--- src/rtl/gde_pkg.sv ---
// ----------------------------------------------------------------------------
// gde_pkg
// Shared constants, types and calendar tables for the date engine.
// ----------------------------------------------------------------------------
package gde_pkg;

    localparam logic [15:0] GDE_MAX_YEAR_DEF = 16'd9999;

    localparam logic [1:0] OP_DAYNUM = 2'd0;
    localparam logic [1:0] OP_ADD    = 2'd1;
    localparam logic [1:0] OP_DIFF   = 2'd2;

    localparam int YW  = 14;   // input year width
    localparam int MW  = 4;    // month width
    localparam int DW  = 5;    // day width
    localparam int CW  = 22;   // day count / output day number width
    localparam int SNW = 23;   // internal serial day width
    localparam int RW  = 24;   // serial day plus day count
    localparam int XYW = 16;   // internal result year width

    // floor(y / 100) = (y * 5243) >> 19 for every 14-bit y
    localparam logic [12:0] DIV100_MUL   = 13'd5243;
    localparam int          DIV100_SHIFT = 19;

    localparam int unsigned DAYS_400 = 146097;
    localparam int unsigned DAYS_100 = 36524;
    localparam int unsigned DAYS_4   = 1461;
    localparam int unsigned DAYS_1   = 365;

    typedef struct packed {
        logic            res_ok;
        logic            is_add;
        logic [CW-1:0]   dn;
        logic [CW-1:0]   diff;
        logic [XYW-1:0]  yacc;
        logic [1:0]      q100;
        logic [4:0]      q4;
    } gde_side_t;

    // Days in the months before month m.
    function automatic logic [8:0] gde_cum_days(input logic [MW-1:0] m, input logic leap);
        logic [8:0] c;
        begin
            case (m)
                4'd1:    c = 9'd0;
                4'd2:    c = 9'd31;
                4'd3:    c = 9'd59;
                4'd4:    c = 9'd90;
                4'd5:    c = 9'd120;
                4'd6:    c = 9'd151;
                4'd7:    c = 9'd181;
                4'd8:    c = 9'd212;
                4'd9:    c = 9'd243;
                4'd10:   c = 9'd273;
                4'd11:   c = 9'd304;
                4'd12:   c = 9'd334;
                default: c = 9'd0;
            endcase
            if (leap && (m > 4'd2) && (m <= 4'd12))
            begin
                c = c + 9'd1;
            end
            return c;
        end
    endfunction

    function automatic logic [DW-1:0] gde_month_len(input logic [MW-1:0] m, input logic leap);
        logic [DW-1:0] l;
        begin
            case (m) inside
                4'd2:                    l = leap ? 5'd29 : 5'd28;
                4'd4, 4'd6, 4'd9, 4'd11: l = 5'd30;
                default:                 l = 5'd31;
            endcase
            return l;
        end
    endfunction

endpackage

--- src/rtl/gde_daynum.sv ---
// ----------------------------------------------------------------------------
// gde_daynum
// Three-stage date check and serial day number of one date.
// ----------------------------------------------------------------------------
module gde_daynum import gde_pkg::*; #(
    parameter logic [15:0] MAX_YEAR = GDE_MAX_YEAR_DEF
) (
    input  logic            clk,
    input  logic            en,
    input  logic [YW-1:0]   year,
    input  logic [MW-1:0]   month,
    input  logic [DW-1:0]   day,
    output logic            ok,
    output logic [SNW-1:0]  dn
);

    localparam int PRW = YW + 13;

    // stage 1: year / 100
    logic [PRW-1:0] yprod;
    logic [YW-1:0]  y1_reg;
    logic [MW-1:0]  m1_reg;
    logic [DW-1:0]  d1_reg;
    logic [7:0]     yq1_reg;

    assign yprod = PRW'(year) * PRW'(DIV100_MUL);

    always_ff @(posedge clk)
    begin
        if (en)
        begin
            y1_reg  <= year;
            m1_reg  <= month;
            d1_reg  <= day;
            yq1_reg <= yprod[DIV100_SHIFT +: 8];
        end
    end

    // stage 2: leap rule, validity, partial sums
    logic [YW:0]     yq100;
    logic            div100;
    logic            leap;
    logic [DW-1:0]   mlen;
    logic [YW-1:0]   p;
    logic [7:0]      p100;
    logic            ok2_next;
    logic [SNW-1:0]  t1_next;
    logic [9:0]      t2_next;
    logic            ok2_reg;
    logic [SNW-1:0]  t1_reg;
    logic [9:0]      t2_reg;
    logic [7:0]      p100_reg;

    always_comb
    begin
        yq100    = (YW+1)'(yq1_reg) * (YW+1)'(100);
        div100   = (yq100 == {1'b0, y1_reg});
        leap     = (y1_reg[1:0] == 2'd0) && (!div100 || (yq1_reg[1:0] == 2'd0));
        mlen     = gde_month_len(m1_reg, leap);
        ok2_next = (y1_reg != '0) && ({2'b00, y1_reg} <= MAX_YEAR)
                   && (m1_reg >= 4'd1) && (m1_reg <= 4'd12)
                   && (d1_reg != '0) && (d1_reg <= mlen);
        p        = y1_reg - YW'(1);
        p100     = yq1_reg - 8'(div100);
        t1_next  = SNW'(p) * SNW'(365) + SNW'(p >> 2);
        t2_next  = 10'(p100 >> 2) + 10'(gde_cum_days(m1_reg, leap)) + 10'(d1_reg);
    end

    always_ff @(posedge clk)
    begin
        if (en)
        begin
            ok2_reg  <= ok2_next;
            t1_reg   <= t1_next;
            t2_reg   <= t2_next;
            p100_reg <= p100;
        end
    end

    // stage 3: final sum
    logic            ok3_reg;
    logic [SNW-1:0]  dn3_reg;

    always_ff @(posedge clk)
    begin
        if (en)
        begin
            ok3_reg <= ok2_reg;
            dn3_reg <= t1_reg + SNW'(t2_reg) - SNW'(p100_reg);
        end
    end

    assign ok = ok3_reg;
    assign dn = dn3_reg;

endmodule

--- src/rtl/gde_cdiv.sv ---
// ----------------------------------------------------------------------------
// gde_cdiv
// Two-stage divide by a constant: reciprocal estimate, then one correction.
// ----------------------------------------------------------------------------
module gde_cdiv import gde_pkg::*; #(
    parameter int          W  = 24,
    parameter int unsigned D  = 146097,
    parameter int          QW = 7
) (
    input  logic           clk,
    input  logic           rst_n,
    input  logic           en,
    input  logic           in_vld,
    input  logic [W-1:0]   x,
    input  gde_side_t      in_side,
    output logic           out_vld,
    output logic [QW-1:0]  q,
    output logic [W-1:0]   rem,
    output gde_side_t      out_side
);

    localparam int              PW = 2 * W;
    localparam longint unsigned K  = (64'd1 << W) / D;

    // stage A: estimate, low by at most one
    logic [PW-1:0] prod;
    logic          vld_a_reg;
    logic [W-1:0]  x_a_reg;
    logic [QW-1:0] est_a_reg;
    gde_side_t     side_a_reg;

    assign prod = PW'(x) * PW'(K);

    always_ff @(posedge clk or negedge rst_n)
    begin
        if (!rst_n)
        begin
            vld_a_reg <= 1'b0;
        end
        else if (en)
        begin
            vld_a_reg <= in_vld;
        end
    end

    always_ff @(posedge clk)
    begin
        if (en)
        begin
            x_a_reg    <= x;
            est_a_reg  <= QW'(prod[PW-1:W]);
            side_a_reg <= in_side;
        end
    end

    // stage B: remainder and correction
    logic [W-1:0]  sub;
    logic [QW-1:0] q_next;
    logic [W-1:0]  rem_next;
    logic          vld_b_reg;
    logic [QW-1:0] q_b_reg;
    logic [W-1:0]  rem_b_reg;
    gde_side_t     side_b_reg;

    always_comb
    begin
        sub = x_a_reg - W'(est_a_reg) * W'(D);
        if (sub >= W'(D))
        begin
            q_next   = est_a_reg + QW'(1);
            rem_next = sub - W'(D);
        end
        else
        begin
            q_next   = est_a_reg;
            rem_next = sub;
        end
    end

    always_ff @(posedge clk or negedge rst_n)
    begin
        if (!rst_n)
        begin
            vld_b_reg <= 1'b0;
        end
        else if (en)
        begin
            vld_b_reg <= vld_a_reg;
        end
    end

    always_ff @(posedge clk)
    begin
        if (en)
        begin
            q_b_reg    <= q_next;
            rem_b_reg  <= rem_next;
            side_b_reg <= side_a_reg;
        end
    end

    assign out_vld  = vld_b_reg;
    assign q        = q_b_reg;
    assign rem      = rem_b_reg;
    assign out_side = side_b_reg;

endmodule

--- src/rtl/gregorian_date_engine.sv ---
// Throughput: one beat per cycle; the 14-stage pipeline moves as one and
// holds whole while the output beat waits for out_ready.
// Reset: rst_n clears every stage valid bit at once; the block takes a
// beat as soon as rst_n is released.
// ----------------------------------------------------------------------------
// gregorian_date_engine
// Proleptic Gregorian calendar engine: day number, add days, day difference.
// ----------------------------------------------------------------------------
module gregorian_date_engine import gde_pkg::*; #(
    parameter logic [15:0] MAX_YEAR = GDE_MAX_YEAR_DEF
) (
    input  logic            clk,
    input  logic            rst_n,
    input  logic            in_valid,
    output logic            in_ready,
    input  logic [1:0]      opcode,
    input  logic [YW-1:0]   first_year,
    input  logic [MW-1:0]   first_month,
    input  logic [DW-1:0]   first_day,
    input  logic [YW-1:0]   second_year,
    input  logic [MW-1:0]   second_month,
    input  logic [DW-1:0]   second_day,
    input  logic [CW-1:0]   day_count,
    output logic            out_valid,
    input  logic            out_ready,
    output logic            valid_res,
    output logic [CW-1:0]   day_number,
    output logic [YW-1:0]   result_year,
    output logic [MW-1:0]   result_month,
    output logic [DW-1:0]   result_day,
    output logic [CW-1:0]   difference,
    output logic            overflow
);

    // One enable for the whole pipeline: advance unless the output beat
    // is stuck. Each stage carries its own valid bit, so bubbles flow.
    logic en;
    logic out_vld_reg;

    assign en       = !out_vld_reg || out_ready;
    assign in_ready = en;

    // ------------------------------------------------------------------
    // Stages 1-3: day number of both dates, side data delayed alongside
    // ------------------------------------------------------------------
    logic            ok1;
    logic            ok2;
    logic [SNW-1:0]  dn1;
    logic [SNW-1:0]  dn2;

    gde_daynum #(.MAX_YEAR(MAX_YEAR)) u_first (
        .clk   (clk),
        .en    (en),
        .year  (first_year),
        .month (first_month),
        .day   (first_day),
        .ok    (ok1),
        .dn    (dn1)
    );

    gde_daynum #(.MAX_YEAR(MAX_YEAR)) u_second (
        .clk   (clk),
        .en    (en),
        .year  (second_year),
        .month (second_month),
        .day   (second_day),
        .ok    (ok2),
        .dn    (dn2)
    );

    logic [2:0]     vld_dn_reg;
    logic [1:0]     op_reg  [3];
    logic [CW-1:0]  cnt_reg [3];

    always_ff @(posedge clk or negedge rst_n)
    begin
        if (!rst_n)
        begin
            vld_dn_reg <= '0;
        end
        else if (en)
        begin
            vld_dn_reg <= {vld_dn_reg[1:0], in_valid};
        end
    end

    always_ff @(posedge clk)
    begin
        if (en)
        begin
            op_reg[0]  <= opcode;
            op_reg[1]  <= op_reg[0];
            op_reg[2]  <= op_reg[1];
            cnt_reg[0] <= day_count;
            cnt_reg[1] <= cnt_reg[0];
            cnt_reg[2] <= cnt_reg[1];
        end
    end

    // ------------------------------------------------------------------
    // Stage 4: decide validity, form the difference and the zero-based
    // target day for the add path
    // ------------------------------------------------------------------
    logic            res_ok;
    logic [SNW-1:0]  adiff;
    gde_side_t       side4_next;
    logic            vld4_reg;
    logic [RW-1:0]   r4_reg;
    gde_side_t       side4_reg;

    always_comb
    begin
        res_ok = (op_reg[2] <= OP_DIFF) && ok1 && ((op_reg[2] != OP_DIFF) || ok2);
        adiff  = (dn1 >= dn2) ? (dn1 - dn2) : (dn2 - dn1);
        side4_next        = '0;
        side4_next.res_ok = res_ok;
        side4_next.is_add = (op_reg[2] == OP_ADD);
        side4_next.dn     = res_ok ? CW'(dn1) : '0;
        side4_next.diff   = (res_ok && (op_reg[2] == OP_DIFF)) ? CW'(adiff) : '0;
    end

    always_ff @(posedge clk or negedge rst_n)
    begin
        if (!rst_n)
        begin
            vld4_reg <= 1'b0;
        end
        else if (en)
        begin
            vld4_reg <= vld_dn_reg[2];
        end
    end

    always_ff @(posedge clk)
    begin
        if (en)
        begin
            r4_reg    <= RW'(dn1) + RW'(cnt_reg[2]) - RW'(1);
            side4_reg <= side4_next;
        end
    end

    // ------------------------------------------------------------------
    // Stages 5-12: peel off 400-year, 100-year, 4-year and 1-year cycles.
    // The 100-year and 1-year quotients clamp at 3 (last day of a cycle).
    // ------------------------------------------------------------------
    logic            v_d1;
    logic [6:0]      q_d1;
    logic [RW-1:0]   r_d1;
    gde_side_t       s_d1;
    gde_side_t       s_d1_fix;

    gde_cdiv #(.W(RW), .D(DAYS_400), .QW(7)) u_div400 (
        .clk      (clk),
        .rst_n    (rst_n),
        .en       (en),
        .in_vld   (vld4_reg),
        .x        (r4_reg),
        .in_side  (side4_reg),
        .out_vld  (v_d1),
        .q        (q_d1),
        .rem      (r_d1),
        .out_side (s_d1)
    );

    always_comb
    begin
        s_d1_fix      = s_d1;
        s_d1_fix.yacc = XYW'(q_d1) * XYW'(400);
    end

    logic            v_d2;
    logic [2:0]      q_d2;
    logic [17:0]     r_d2;
    gde_side_t       s_d2;
    gde_side_t       s_d2_fix;
    logic [1:0]      q100c;
    logic [15:0]     r2c;

    gde_cdiv #(.W(18), .D(DAYS_100), .QW(3)) u_div100 (
        .clk      (clk),
        .rst_n    (rst_n),
        .en       (en),
        .in_vld   (v_d1),
        .x        (18'(r_d1)),
        .in_side  (s_d1_fix),
        .out_vld  (v_d2),
        .q        (q_d2),
        .rem      (r_d2),
        .out_side (s_d2)
    );

    always_comb
    begin
        if (q_d2 >= 3'd4)
        begin
            q100c = 2'd3;
            r2c   = 16'(r_d2) + 16'(DAYS_100);
        end
        else
        begin
            q100c = 2'(q_d2);
            r2c   = 16'(r_d2);
        end
        s_d2_fix      = s_d2;
        s_d2_fix.q100 = q100c;
        s_d2_fix.yacc = s_d2.yacc + XYW'(q100c) * XYW'(100);
    end

    logic            v_d3;
    logic [5:0]      q_d3;
    logic [15:0]     r_d3;
    gde_side_t       s_d3;
    gde_side_t       s_d3_fix;

    gde_cdiv #(.W(16), .D(DAYS_4), .QW(6)) u_div4 (
        .clk      (clk),
        .rst_n    (rst_n),
        .en       (en),
        .in_vld   (v_d2),
        .x        (r2c),
        .in_side  (s_d2_fix),
        .out_vld  (v_d3),
        .q        (q_d3),
        .rem      (r_d3),
        .out_side (s_d3)
    );

    always_comb
    begin
        s_d3_fix      = s_d3;
        s_d3_fix.q4   = 5'(q_d3);
        s_d3_fix.yacc = s_d3.yacc + (XYW'(q_d3) << 2);
    end

    logic            v_d4;
    logic [2:0]      q_d4;
    logic [10:0]     r_d4;
    gde_side_t       s_d4;

    gde_cdiv #(.W(11), .D(DAYS_1), .QW(3)) u_div1 (
        .clk      (clk),
        .rst_n    (rst_n),
        .en       (en),
        .in_vld   (v_d3),
        .x        (11'(r_d3)),
        .in_side  (s_d3_fix),
        .out_vld  (v_d4),
        .q        (q_d4),
        .rem      (r_d4),
        .out_side (s_d4)
    );

    // ------------------------------------------------------------------
    // Stage 13: year and leap flag. The year is leap exactly when it is the
    // last of its 4-year cycle, unless that cycle ends a plain century.
    // ------------------------------------------------------------------
    logic [1:0]      q1c;
    logic [8:0]      doy;
    logic            vld13_reg;
    logic [XYW-1:0]  year13_reg;
    logic            leap13_reg;
    logic [8:0]      doy13_reg;
    gde_side_t       side13_reg;

    always_comb
    begin
        if (q_d4 >= 3'd4)
        begin
            q1c = 2'd3;
            doy = 9'(DAYS_1);
        end
        else
        begin
            q1c = 2'(q_d4);
            doy = 9'(r_d4);
        end
    end

    always_ff @(posedge clk or negedge rst_n)
    begin
        if (!rst_n)
        begin
            vld13_reg <= 1'b0;
        end
        else if (en)
        begin
            vld13_reg <= v_d4;
        end
    end

    always_ff @(posedge clk)
    begin
        if (en)
        begin
            year13_reg <= s_d4.yacc + XYW'(q1c) + XYW'(1);
            leap13_reg <= (q1c == 2'd3) && ((s_d4.q4 != 5'd24) || (s_d4.q100 == 2'd3));
            doy13_reg  <= doy;
            side13_reg <= s_d4;
        end
    end

    // ------------------------------------------------------------------
    // Stage 14: month and day from day of year, saturate, output register
    // ------------------------------------------------------------------
    logic [MW-1:0]  mon;
    logic [8:0]     dday;
    logic           sat;
    logic           add_ok;
    logic [YW-1:0]  ry_next;
    logic [MW-1:0]  rm_next;
    logic [DW-1:0]  rd_next;

    always_comb
    begin
        mon = 4'd1;
        for (int i = 2; i <= 12; i++)
        begin
            if (doy13_reg >= gde_cum_days(MW'(i), leap13_reg))
            begin
                mon = MW'(i);
            end
        end
        dday   = doy13_reg - gde_cum_days(mon, leap13_reg) + 9'd1;
        sat    = (year13_reg > MAX_YEAR);
        add_ok = side13_reg.res_ok && side13_reg.is_add;
        if (!add_ok)
        begin
            ry_next = '0;
            rm_next = '0;
            rd_next = '0;
        end
        else if (sat)
        begin
            ry_next = YW'(MAX_YEAR);
            rm_next = 4'd12;
            rd_next = 5'd31;
        end
        else
        begin
            ry_next = YW'(year13_reg);
            rm_next = mon;
            rd_next = DW'(dday);
        end
    end

    logic            vres_reg;
    logic [CW-1:0]   dn_out_reg;
    logic [YW-1:0]   ry_reg;
    logic [MW-1:0]   rm_reg;
    logic [DW-1:0]   rd_reg;
    logic [CW-1:0]   diff_reg;
    logic            ovf_reg;

    always_ff @(posedge clk or negedge rst_n)
    begin
        if (!rst_n)
        begin
            out_vld_reg <= 1'b0;
        end
        else if (en)
        begin
            out_vld_reg <= vld13_reg;
        end
    end

    // Hold the beat while it is valid and out_ready is low; en covers every stage.
    always_ff @(posedge clk)
    begin
        if (en)
        begin
            vres_reg   <= side13_reg.res_ok;
            dn_out_reg <= side13_reg.dn;
            ry_reg     <= ry_next;
            rm_reg     <= rm_next;
            rd_reg     <= rd_next;
            diff_reg   <= side13_reg.diff;
            ovf_reg    <= add_ok && sat;
        end
    end

    assign out_valid    = out_vld_reg;
    assign valid_res    = vres_reg;
    assign day_number   = dn_out_reg;
    assign result_year  = ry_reg;
    assign result_month = rm_reg;
    assign result_day   = rd_reg;
    assign difference   = diff_reg;
    assign overflow     = ovf_reg;

endmodule

--- config.mk ---
export PLATFORM = sky130hd
export DESIGN_NAME = gregorian_date_engine
export DESIGN_NICKNAME = d
export VERILOG_FILES = /design/src/rtl/gde_pkg.sv /design/src/rtl/gde_daynum.sv /design/src/rtl/gde_cdiv.sv /design/src/rtl/gregorian_date_engine.sv
export SDC_FILE = /design/constraint.sdc
export NUM_CORES = 2
export LEC_CHECK = 0
export BUFFER_PORTS_ARGS = -buffer_cell sky130_fd_sc_hd__buf_2
export CAP_MARGIN = 20
export CORE_UTILIZATION = 67
export CTS_CLUSTER_SIZE = 40
export DETAILED_ROUTE_END_ITERATION = 10
export GPL_TIMING_DRIVEN = 0
export PLACE_DENSITY = 0.84
export RECOVER_POWER = 100
export SYNTH_ARGS = -nofsm -noshare
export SYNTH_HDL_FRONTEND = slang
export SYNTH_SLANG_ARGS = --single-unit
--- constraint.sdc ---
create_clock -name clk -period 114.7 [get_ports clk]
set_clock_uncertainty 0.15 [all_clocks]
set_input_delay 22.94 -clock clk [delete_from_list [all_inputs] [get_ports clk]]
set_output_delay 22.94 -clock clk [all_outputs]
set_load 0.02 [all_outputs]
==> impl_metrics.toml <==
[floorplanning]
num_rows = 119
die_area_mm2 = 0.108
die_y_um = 328
io_pins = 145
initial_utilization_pct = 67.6
dieWidth_um = 328
core_mm2 = 0.105

[global_route]
track_usage_pct = 26.4
grt_start_max_net_pins = 81
antenna_found_initial = 6
grt_pass1_vias = 44300
grt-ovfl-total = 0
grt_pass1_wl_um = 225000

[routing]
remaining_drc_errors = 84
via_per_inst = 5.70
wirelength_um = 139000
routed-via-count = 42600
post_drt_wl_per_cell_um = 18.5
first_pass_iters = 9
drt_iter0_markers = 3163
final_antenna_net_count = 0

[placement]
hpwl_um = 101000
gp_congestion = 0.905
portBuffers = 144

[clocking]
cts_made_buffers = 113
clk_latency_ps = 740
clockRootBuffer = "clkbuf_16"
h-tree-depth = 3
cts_tree = "yes"
ctsHoldBuffers = 0
clk_pin_slew_ps = 60
cts.sinks = 1132
ctsResizeCount = 0
cts_setup_buffers = 0
clock_path_buffers = 3

[sta]
worst_slew_margin_rel_pct = -174
rsz0062_at_grt = "false"
worstMarginPinSlew_ps = 4110
setup_violations = 0
fmax_mhz = 19.5
finalCritPeriodShare_pct = 44.7
min_period_ps = 51300
hold_viol = 0
tns_ps = 0
slew_viol_final = 1154

[synth]
synth_cell_types = 78
synthCells = 5709
syn_area_mm2 = 0.0713
synth_ff_type = "edfxtp_1"
synth_edf_count = 1100
yosysSeqAreaShare_pct = 47.3
ys_warn_count = 0
synth-seq-cells = 1132
async_reset_ff_share_pct = 1.24
avgSynthCellArea_um2 = 12.5
syn-num-nets = 7102

[worst_setup_path]
worstSetupEndpointType = "primary output"
critPathKind = "in -> out"
required_ps = 91610
crit_fanout = 48
r2r_cells = 10
r2r_setup_slack_ps = 95390
r2r-start = "out_valid"
arrival_ps = 28210
startpoint_type = "primary input"
crit_start = "out_ready"
endpoint = "in_ready"
reg2reg_to = "doy13_reg[7]"

[run_status]
violations = "DRC, capacitance limit, slew limit"
outcome = "finished, violations left"

[finish]
drive_gt1_share_pct = 4.47
nets = 7379
fill_cells = 6740
final_cell_mix = "edfxtp_1 (1,100), inv_1 (1,040), ha_1 (901)"
final_common_cell = "edfxtp_1"
area_growth_pct = 8.57
post-route-util_pct = 73.4

[job]
maxCapViolations = 18

[hold_path]
hp-class = "reg -> reg"
==> synth_stat cells, drive strengths merged, types with 27 or more instances <==
library cell	number	share of area [%]
nor2b	47	0.41
nand2	191	1.0
or2	34	0.30
o211ai	28	0.29
edfxtp	1100	46
nand3	68	0.48
nand4	33	0.29
and2	39	0.34
o21a	45	0.47
nor2	240	1.3
o21ai	143	1.0
xnor2	288	3.5
clkbuf	40	0.21
a31oi	27	0.24
a21o	93	0.98
o21bai	38	0.40
and3	40	0.35
nor3	95	0.67
nand2b	63	0.55
xor2	134	1.6
mux2i	27	0.38
fa	418	12
inv	1040	5.5
ha	901	16
a21oi	242	1.7
==> through the flow <==
| stage | hold slack (ps) | cell area (um^2) | cells | worst slack, ps |
|---|---|---|---|---|
| 2_1_floorplan | 250 | 71300 | 5709 | 37900 |
| 3_3_place_gp | 251 | 73800 | 7244 | 24400 |
| 3_5_place_dp | 255 | 74200 | 7261 | 66080 |
| 4_1_cts | 240 | 78000 | 7473 | 66050 |
| 5_1_grt | 250 | 77400 | 7475 | 62970 |
| 6_report | 248 | 77400 | 7476 | 63400 |
==> kinds of logic after synthesis <==
group	count (synthesis)	share of synthesized area [%]
AOI/OAI and AO/OA	762	6.87
xor gates and xnor gates	422	5.18
adders and majority gates	1319	27.6
buffers and inverters	1086	5.74
DFF	1132	47.3
muxes	52	0.779
and+or+nand+nor	936	6.54
==> final cells by class <==
type                    instances  area, um^2  area share (%)
well taps                    1391        1740            2.25
plain buffers                  46         180           0.233
clock inverters                71         797            1.03
inverters                    1040        3900            5.04
repair buffers                162         648           0.837
diodes                          2        5.00         0.00647
flip-flops and latches       1132       33700            43.6
clock buffers                 141        2950            3.82
multi-input cells            3491       33400            43.2
==> how the worst min path moves through the flow <==
stage                                startpoint                     to  slack, ps  depth (start not counted)
final                          u_second.ok2_reg            u_second.ok        250                          0
after global routing      u_div100.out_side[62]  u_div4.side_a_reg[62]        250                          0
after CTS                   u_div4.out_side[68]  u_div1.side_a_reg[68]        240                          0
after detailed placement          cnt_reg[0][5]         cnt_reg[0][27]        250                          0
after global placement    u_div4.side_a_reg[15]    u_div4.out_side[15]        250                          0
after floorplan                   cnt_reg[0][0]         cnt_reg[0][22]        250                          0
==> layer usage <==
metal	routed length (um)	GRT usage (%)
met3	6660	3.49
met1	56300	33.2
met5	36	0
met4	4780	9.52
met2	70700	46.7
==> critical path, stage by stage <==
cell and delay [ps]:
buf_2 70, nand2b_1 80, clkbuf_1 540, clkbuf_1 650, clkbuf_1 1700, clkbuf_1 1870
clkbuf_1 320
Power is left out: the tool's default activity adds up to more than one toggle a clock period on the data nets, which glitch-free logic cannot reach.
